==> config.mk <==
export PLATFORM = sky130hd
export DESIGN_NAME = text_line_folder_core_flat
export DESIGN_NICKNAME = d
export VERILOG_FILES = /design/src/tlf_pkg.sv /design/src/tlf_if.sv /design/src/tlf_ram.sv /design/src/text_line_folder_core.sv /design/src/flat_wrapper.sv
export SDC_FILE = /design/constraint.sdc
export NUM_CORES = 1
export LEC_CHECK = 0
export ABC_AREA = 1
export BUFFER_PORTS_ARGS = -buffer_cell sky130_fd_sc_hd__buf_2
export CAP_MARGIN = 40
export CORE_ASPECT_RATIO = 0.75
export CORE_MARGIN = 4
export CORE_UTILIZATION = 33
export CTS_CLUSTER_DIAMETER = 60
export DETAILED_ROUTE_END_ITERATION = 6
export GPL_TIMING_DRIVEN = 0
export PLACE_DENSITY = 0.52
export SETUP_SLACK_MARGIN = 0.3
export SLEW_MARGIN = 10
export SYNTH_ARGS = -nofsm -noshare
export SYNTH_HDL_FRONTEND = slang
export SYNTH_SLANG_ARGS = --single-unit
==> constraint.sdc <==
create_clock -name i_clk -period 3.7 [get_ports i_clk]
set_input_delay 0.185 -clock i_clk [delete_from_list [all_inputs] [get_ports i_clk]]
set_output_delay 0.185 -clock i_clk [all_outputs]
set_load 0.01 [all_outputs]
==> src/tlf_pkg.sv <==
// ----------------------------------------------------------------------------
// tlf_pkg
// Shared constants and types for the text line folder.
// ----------------------------------------------------------------------------
package tlf_pkg;

    // line buffer geometry
    localparam int BUF_DEPTH = 64;
    localparam int ADDR_W    = $clog2(BUF_DEPTH);
    localparam int CNT_W     = ADDR_W + 1;

    // byte codes
    localparam logic [7:0] BYTE_NL    = 8'd10;
    localparam logic [7:0] BYTE_SPACE = 8'd32;

    // fold width register
    localparam int         FW_W     = 6;
    localparam logic [5:0] FW_RESET = 6'd63;
    localparam logic [5:0] FW_MIN   = 6'd2;

    // control sequencer
    typedef enum logic [1:0] {
        ST_IDLE,
        ST_SCAN,
        ST_EMIT
    } t_state;

endpackage

==> src/tlf_if.sv <==
// ----------------------------------------------------------------------------
// tlf_if
// Valid/ready channels of the text line folder: input bytes, output bytes,
// and the fold width write channel.
// ----------------------------------------------------------------------------

// input byte channel
interface tlf_in_if;
    logic       valid;
    logic       ready;
    logic [7:0] in_byte;

    modport source (output valid, output in_byte, input ready);
    modport sink   (input valid, input in_byte, output ready);
endinterface

// output byte channel
interface tlf_out_if;
    logic       valid;
    logic       ready;
    logic [7:0] out_byte;
    logic       last;

    modport source (output valid, output out_byte, output last, input ready);
    modport sink   (input valid, input out_byte, input last, output ready);
endinterface

// fold width write channel
interface tlf_cfg_if;
    logic                     valid;
    logic                     ready;
    logic [tlf_pkg::FW_W-1:0] fold_width;

    modport source (output valid, output fold_width, input ready);
    modport sink   (input valid, input fold_width, output ready);
endinterface

==> src/tlf_ram.sv <==
// ----------------------------------------------------------------------------
// tlf_ram
// Generic single-write, single-read RAM with a registered read port.
// ----------------------------------------------------------------------------
module tlf_ram #(
    parameter int WIDTH = 8,
    parameter int DEPTH = 64
) (
    input  logic                     i_clk,
    input  logic                     i_we,
    input  logic [$clog2(DEPTH)-1:0] i_waddr,
    input  logic [WIDTH-1:0]         i_wdata,
    input  logic [$clog2(DEPTH)-1:0] i_raddr,
    output logic [WIDTH-1:0]         o_rdata
);

    logic [WIDTH-1:0] r_mem [DEPTH];
    logic [WIDTH-1:0] r_rdata;

    // write port and registered read port
    always_ff @(posedge i_clk) begin
        if (i_we) begin
            r_mem[i_waddr] <= i_wdata;
        end
        r_rdata <= r_mem[i_raddr];
    end

    assign o_rdata = r_rdata;

endmodule

==> src/text_line_folder_core.sv <==
// ----------------------------------------------------------------------------
// text_line_folder_core
// Folds a text byte stream into lines no longer than the fold width (widths below two act as two).
// ----------------------------------------------------------------------------
// Usage:
//   i_in   : one text byte per item. A newline (10) ends the current line.
//   o_out  : emitted bytes; last marks the final byte of the run caused by
//            one input item (always a newline).
//   i_cfg  : fold_width write, always ready; write only while idle.
// Pending bytes sit in a 64-entry circular RAM (head pointer plus count).
// An ordinary byte that does not fill the line leaves the core idle, so the
// next byte can be taken in the following cycle.
// A fold first scans RAM positions 1 to width-1 for the rightmost space,
// one read per cycle, then checks the last read and settles the cut. It
// then primes the RAM read and emits the segment at one byte per cycle
// through the output register while the receiver is ready, plus the newline.
// A newline flushes the pending bytes the same way without the scan.
// An empty line emits nothing and leaves the core idle.
// Input is held off (ready low) during a scan or an emission.
// A stalled receiver freezes emission; the RAM address is held so the
// prefetched byte stays valid. Synchronous reset empties the line buffer and
// sets fold_width to 63; RAM contents need no clearing.
// ----------------------------------------------------------------------------
module text_line_folder_core (
    input  logic      i_clk,
    input  logic      i_rst_n,
    tlf_in_if.sink    i_in,
    tlf_out_if.source o_out,
    tlf_cfg_if.sink   i_cfg
);

    // state registers
    tlf_pkg::t_state                r_state,    n_state;
    logic [tlf_pkg::FW_W-1:0]       r_fw,       n_fw;
    logic [tlf_pkg::ADDR_W-1:0]     r_head,     n_head;
    logic [tlf_pkg::CNT_W-1:0]      r_cnt,      n_cnt;
    logic [tlf_pkg::ADDR_W-1:0]     r_scan_pos, n_scan_pos;
    logic [tlf_pkg::ADDR_W-1:0]     r_chk_pos,  n_chk_pos;
    logic                           r_chk_v,    n_chk_v;
    logic [tlf_pkg::ADDR_W-1:0]     r_cut,      n_cut;
    logic [tlf_pkg::CNT_W-1:0]      r_len,      n_len;
    logic [tlf_pkg::CNT_W-1:0]      r_epos,     n_epos;
    logic                           r_qv,       n_qv;
    logic                           r_ov,       n_ov;
    logic                           r_olast,    n_olast;
    logic [7:0]                     r_obyte,    n_obyte;

    // RAM port signals
    logic                           ram_we;
    logic [tlf_pkg::ADDR_W-1:0]     ram_waddr;
    logic [tlf_pkg::ADDR_W-1:0]     ram_raddr;
    logic [7:0]                     ram_q;

    // helpers
    logic [tlf_pkg::FW_W-1:0]       eff_w;
    logic [tlf_pkg::CNT_W-1:0]      new_cnt;
    logic [tlf_pkg::CNT_W-1:0]      epos_inc;
    logic                           in_fire;
    logic                           out_free;
    logic                           issue;
    logic                           load;

    tlf_ram #(
        .WIDTH (8),
        .DEPTH (tlf_pkg::BUF_DEPTH)
    ) u_line_ram (
        .i_clk   (i_clk),
        .i_we    (ram_we),
        .i_waddr (ram_waddr),
        .i_wdata (i_in.in_byte),
        .i_raddr (ram_raddr),
        .o_rdata (ram_q)
    );

    // effective width: values below two act as two
    assign eff_w    = (r_fw < tlf_pkg::FW_MIN) ? tlf_pkg::FW_MIN : r_fw;
    assign in_fire  = i_in.valid && i_in.ready;
    assign out_free = !r_ov || o_out.ready;
    assign epos_inc = r_epos + tlf_pkg::CNT_W'(1);
    assign ram_waddr = r_head + r_cnt[tlf_pkg::ADDR_W-1:0];

    assign i_in.ready     = (r_state == tlf_pkg::ST_IDLE);
    assign i_cfg.ready    = 1'b1;
    assign o_out.valid    = r_ov;
    assign o_out.out_byte = r_obyte;
    assign o_out.last     = r_olast;

    // next state and datapath control
    always_comb begin
        n_state    = r_state;
        n_fw       = r_fw;
        n_head     = r_head;
        n_cnt      = r_cnt;
        n_scan_pos = r_scan_pos;
        n_chk_pos  = r_chk_pos;
        n_chk_v    = r_chk_v;
        n_cut      = r_cut;
        n_len      = r_len;
        n_epos     = r_epos;
        n_qv       = r_qv;
        n_ov       = r_ov;
        n_olast    = r_olast;
        n_obyte    = r_obyte;
        ram_we     = 1'b0;
        ram_raddr  = r_head;
        issue      = 1'b0;
        load       = 1'b0;
        new_cnt    = r_cnt;

        if (i_cfg.valid) begin
            n_fw = i_cfg.fold_width;
        end

        // output register drains when taken
        if (r_ov && o_out.ready) begin
            n_ov = 1'b0;
        end

        unique case (r_state)
            tlf_pkg::ST_IDLE: begin
                if (in_fire) begin
                    if (i_in.in_byte == tlf_pkg::BYTE_NL) begin
                        // flush the line, if any
                        if (r_cnt != '0) begin
                            n_len   = r_cnt;
                            n_epos  = '0;
                            n_qv    = 1'b0;
                            n_state = tlf_pkg::ST_EMIT;
                        end
                    end else begin
                        // append unless full
                        if (r_cnt < tlf_pkg::CNT_W'(tlf_pkg::BUF_DEPTH)) begin
                            ram_we  = 1'b1;
                            new_cnt = r_cnt + tlf_pkg::CNT_W'(1);
                        end
                        n_cnt = new_cnt;
                        if (new_cnt >= {1'b0, eff_w}) begin
                            n_scan_pos = tlf_pkg::ADDR_W'(1);
                            n_chk_v    = 1'b0;
                            n_cut      = '0;
                            n_state    = tlf_pkg::ST_SCAN;
                        end
                    end
                end
            end

            tlf_pkg::ST_SCAN: begin
                // one read per cycle at positions 1..w-1, check in the next cycle
                ram_raddr = r_head + r_scan_pos;
                issue     = (r_scan_pos < eff_w);
                if (issue) begin
                    n_scan_pos = r_scan_pos + tlf_pkg::ADDR_W'(1);
                end
                n_chk_pos = r_scan_pos;
                n_chk_v   = issue;
                if (r_chk_v && ram_q == tlf_pkg::BYTE_SPACE) begin
                    n_cut = r_chk_pos;
                end
                if (!issue && !r_chk_v) begin
                    n_len   = (r_cut != '0) ? ({1'b0, r_cut} + tlf_pkg::CNT_W'(1))
                                            : {1'b0, eff_w};
                    n_epos  = '0;
                    n_qv    = 1'b0;
                    n_state = tlf_pkg::ST_EMIT;
                end
            end

            tlf_pkg::ST_EMIT: begin
                // RAM q holds the byte at r_epos once r_qv is set
                n_qv = 1'b1;
                load = out_free && r_qv && (r_epos < r_len);
                ram_raddr = r_head + (load ? epos_inc[tlf_pkg::ADDR_W-1:0]
                                           : r_epos[tlf_pkg::ADDR_W-1:0]);
                if (load) begin
                    n_ov    = 1'b1;
                    n_obyte = ram_q;
                    n_olast = 1'b0;
                    n_epos  = epos_inc;
                end else if (out_free && !(r_epos < r_len)) begin
                    // closing newline, drop the emitted segment
                    n_ov    = 1'b1;
                    n_obyte = tlf_pkg::BYTE_NL;
                    n_olast = 1'b1;
                    n_head  = r_head + r_len[tlf_pkg::ADDR_W-1:0];
                    n_cnt   = r_cnt - r_len;
                    n_state = tlf_pkg::ST_IDLE;
                end
            end

            default: begin
                n_state = tlf_pkg::ST_IDLE;
            end
        endcase
    end

    // control registers
    always_ff @(posedge i_clk) begin
        if (!i_rst_n) begin
            r_state <= tlf_pkg::ST_IDLE;
            r_fw    <= tlf_pkg::FW_RESET;
            r_head  <= '0;
            r_cnt   <= '0;
            r_chk_v <= 1'b0;
            r_qv    <= 1'b0;
            r_ov    <= 1'b0;
        end else begin
            r_state <= n_state;
            r_fw    <= n_fw;
            r_head  <= n_head;
            r_cnt   <= n_cnt;
            r_chk_v <= n_chk_v;
            r_qv    <= n_qv;
            r_ov    <= n_ov;
        end
    end

    // working and payload registers
    always_ff @(posedge i_clk) begin
        r_scan_pos <= n_scan_pos;
        r_chk_pos  <= n_chk_pos;
        r_cut      <= n_cut;
        r_len      <= n_len;
        r_epos     <= n_epos;
        r_olast    <= n_olast;
        r_obyte    <= n_obyte;
    end

endmodule
==> src/flat_wrapper.sv <==
// flat-port wrapper written by rule: the top's interface ports become plain ports
module text_line_folder_core_flat 
  (i_clk, i_rst_n, i_in_valid, i_in_in_byte, i_in_ready, o_out_valid, o_out_out_byte, o_out_last, o_out_ready, i_cfg_valid, i_cfg_fold_width, i_cfg_ready);
  tlf_in_if i_in_i ();
  tlf_out_if o_out_i ();
  tlf_cfg_if i_cfg_i ();
  input  logic i_clk;
  input  logic i_rst_n;
  input wire logic [$bits(i_in_i.valid)-1:0] i_in_valid;
  input wire logic [$bits(i_in_i.in_byte)-1:0] i_in_in_byte;
  output wire logic [$bits(i_in_i.ready)-1:0] i_in_ready;
  output wire logic [$bits(o_out_i.valid)-1:0] o_out_valid;
  output wire logic [$bits(o_out_i.out_byte)-1:0] o_out_out_byte;
  output wire logic [$bits(o_out_i.last)-1:0] o_out_last;
  input wire logic [$bits(o_out_i.ready)-1:0] o_out_ready;
  input wire logic [$bits(i_cfg_i.valid)-1:0] i_cfg_valid;
  input wire logic [$bits(i_cfg_i.fold_width)-1:0] i_cfg_fold_width;
  output wire logic [$bits(i_cfg_i.ready)-1:0] i_cfg_ready;
  assign i_in_i.valid = i_in_valid;
  assign i_in_i.in_byte = i_in_in_byte;
  assign i_in_ready = i_in_i.ready;
  assign o_out_valid = o_out_i.valid;
  assign o_out_out_byte = o_out_i.out_byte;
  assign o_out_last = o_out_i.last;
  assign o_out_i.ready = o_out_ready;
  assign i_cfg_i.valid = i_cfg_valid;
  assign i_cfg_i.fold_width = i_cfg_fold_width;
  assign i_cfg_ready = i_cfg_i.ready;
  text_line_folder_core u_core (.i_clk(i_clk), .i_rst_n(i_rst_n), .i_in(i_in_i), .o_out(o_out_i), .i_cfg(i_cfg_i));
endmodule
==> out/qor.txt <==
Status: complete, but fails checks
Failing checks: setup timing
CP max-delay cell: fa_1
Final max-slew violation count: 0
Critical path cell sequence: ha_1 > nand2_1 > inv_1 > a21oi_2 > buf_4 > nand3_4 > o22ai_4 > a21oi_4 > ha_4 > fa_1 > nand2_2 > o21ai_4 > buf_12 > buf_12 > clkbuf_8 > a21oi_1 > o21ai_1 > nand3_2 > nand2_1 > nand2_1 > nand3_1 > nand2_2 > nand3_2 > nand2_2
Drt first-iter violations: 2,150
RSZ-0062 raised after global routing: true
GP Congestion: 0.912
Worst skew pair latency: 640 ps
Num CTS Buffers: 57
Kind of critical path: register to register
Slew @ Worst Pin: 1150 ps
Initial antenna violation count: 4
HP Start: i_in_in_byte[3]
Fmax achieved: 252 MHz
Worst min path class: input pin to register
Share of layout cells above drive strength 1: 0.189
Top-Level Pins: 31
Max Root-Sink Buffers: 3
Post-detailed-route DRC marker count: 0
Core area: 0.0773 sq mm
# H-tree levels: 2
Final setup vio count: 8
First-pass GRT wire length: 116,000 microns
Reg clk slew, reported paths: 70 ps
Yosys reg bits: 585
Routed via count: 18,800
Die Area: 0.0830 sq mm
Sequential fraction of the synthesis area: 0.667
Critical path launch point type: register
Net Count, Synth: 2,464
Vias in the first global route: 17,900
Die H: 250 microns
Antenna fix cells: 0
Critical Path RT: 4200 ps
YS warnings: 0
CP max FO: 5
Post-Route WL: 80,200 microns
Detail Placement HPWL: 55,100 microns
Post-synth EDFFs: 553
Number of port buffers: 29
Syn Inst Count: 2,393
Setup crit end kind: register
Post-Syn Area: 0.0259 sq mm
Final WS setup: -268 ps
Chip Width: 331 microns
CP startpoint: u_core.r_epos[5]
Syn_area_per_cell: 10.8 sq um
Max Cap Viol: 0
Tmin final: 3970 ps
Commonest non-fill, non-tap cell in the layout: edfxtp_1
Largest net degree at the start of global routing: 66
Clock skew: 20.7 ps
Fill cells: 7,431
DRT Pass-1 Iters: 6
Largest cells by area after synthesis: edfxtp_1 (64%), nand2_1 (5.6%), nor2_1 (5.6%)
Most frequent cells in the layout: edfxtp_1 (553), nand2_1 (323), nor2_1 (320)
Avg WL per Cell: 22.1 microns
Ys async rst share: 0
CTS root buf: clkbuf_16
Vias per cell: 5.19
Final Hold Viols: 0
Dpl cell area: 0.0276 sq mm
Synth Flop Type: edfxtp_1
Netlist cell types: 42
Slew Limit Headroom: 0.230
Leading area contributor after synthesis: edfxtp_1
Nets: 2,620
Initial core utilization: 0.335
Area growth, synth to finish: 21.2%
Post-synth top area share: 0.642
Arrival time at the worst endpoint: 4460 ps
Global Route Usage Sum: 0.188
Slowest stage delay, CP: 520 ps
Clk sinks: 585
Row count: 88
Antenna-violating nets left: 0
Finished Cell Area: 0.0314 sq mm
CTS tree: built
Crit share post-route: 1.07
RR Startpoint: u_core.r_epos[5]
Remaining Overflow, GRT: 0
## worst paths after layout
kind,endpoint,slack (ps),cells after the start
max,u_core.u_line_ram.o_rdata[7],-270,24
min reg2reg,u_core.r_fw[0],480,2
max reg2reg,u_core.u_line_ram.o_rdata[7],-270,24
min,u_core.u_line_ram.r_mem[9][3],50,1
## cell type report
type	count	area, sq um	share of cell area
clock buffer	67	1490	0.0474
timing repair buffer	97	986	0.0314
buffer	116	933	0.0298
tap	1035	1290	0.0413
sequential	585	17200	0.550
inverter	220	836	0.0266
multi-input combinational	1472	8080	0.257
clock inverter	41	507	0.0162
## metal layers
metal	vias to the layer above	GRT usage	routed length (microns)
li1	8594	-	-
met1	9343	0.290	38800
met2	792	0.261	31900
met3	116	0.0504	7810
met4	0	0.0430	1750
met5	-	0	0
## cells in the mapped netlist, types with 2 or more instances
master,number
nor4_1,2
a211oi_1,4
buf_2,51
nand2_1,388
nor2_1,388
o21ai_1,41
xor2_1,15
or2_2,3
edfxtp_1,553
fa_1,4
clkbuf_1,40
xnor2_1,10
o21ai_2,2
ha_1,48
nand3_1,182
a21oi_1,96
nor3_1,5
buf_4,6
a221oi_1,2
o22ai_1,2
buf_6,10
o211ai_1,81
inv_1,215
buf_1,9
a21boi_0,2
dfxtp_1,32
nand4_1,5
inv_2,4
o21ai_0,180
## what timing repair did
| item | 4_1_cts | 5_1_grt |
|---|---|---|
| resized for setup | 226 | 159 |
| cloned | 7 | 0 |
| endpoints found under the setup margin | 16 | 468 |
| buffers inserted | 28 | 5 |
| pin swaps | 97 | 66 |
| hold buffers | 17 | 0 |
| hold endpoints to repair | 96 | 0 |
## state kept, by name, summed over array words and instances, names as in the netlist
signal	cells
u_core.r_head	6
u_core.u_line_ram.o_rdata	8
u_core.r_chk_pos	6
u_core.r_qv	1
u_core.r_len	7
u_core.u_line_ram.r_mem	512
u_core.r_scan_pos	6
u_core.r_chk_v	1
u_core.r_epos	7
u_core.o_out.valid	1
u_core.r_fw	6
u_core.o_out.last	1
u_core.r_cut	6
u_core.r_state	2
u_core.r_cnt	7
u_core.o_out.out_byte	8
## critical path, delay by kind of cell (launching register included)
family                     cells  cell delay, ps
buffers and inverters          5             650
adders and majority gates      3             990
DFF                            1             430
and+or+nand+nor               10             950
AOI/OAI and AO/OA              6             800
## metrics by stage
step,setup TNS (ps),cells,utilization,worst slack (ps),hold slack [ps]
6_report,-1730,3633,0.406,-268,53.0
5_1_grt,-3150,3633,0.406,-416,36.2
4_1_cts,-1240,3627,0.398,-169,14.0
3_5_place_dp,-8710,3467,0.356,-1120,409
3_3_place_gp,-137110,3457,0.353,-1190,398
2_1_floorplan,0,2393,-,300,284
## cell families (layout without fill, tap and decap cells)
logic type,after synthesis,count (layout),share of synthesized area
fa+ha+maj,52,52,0.0263
buf+inv,336,541,0.0551
other cells,1,1,0.000145
flops,585,585,0.667
simple gates,981,981,0.154
compound gates,413,413,0.0896
xor+xnor,25,25,0.00846
Power is left out: the tool's default activity adds up to more than one toggle a clock period on the data nets, which glitch-free logic cannot reach.
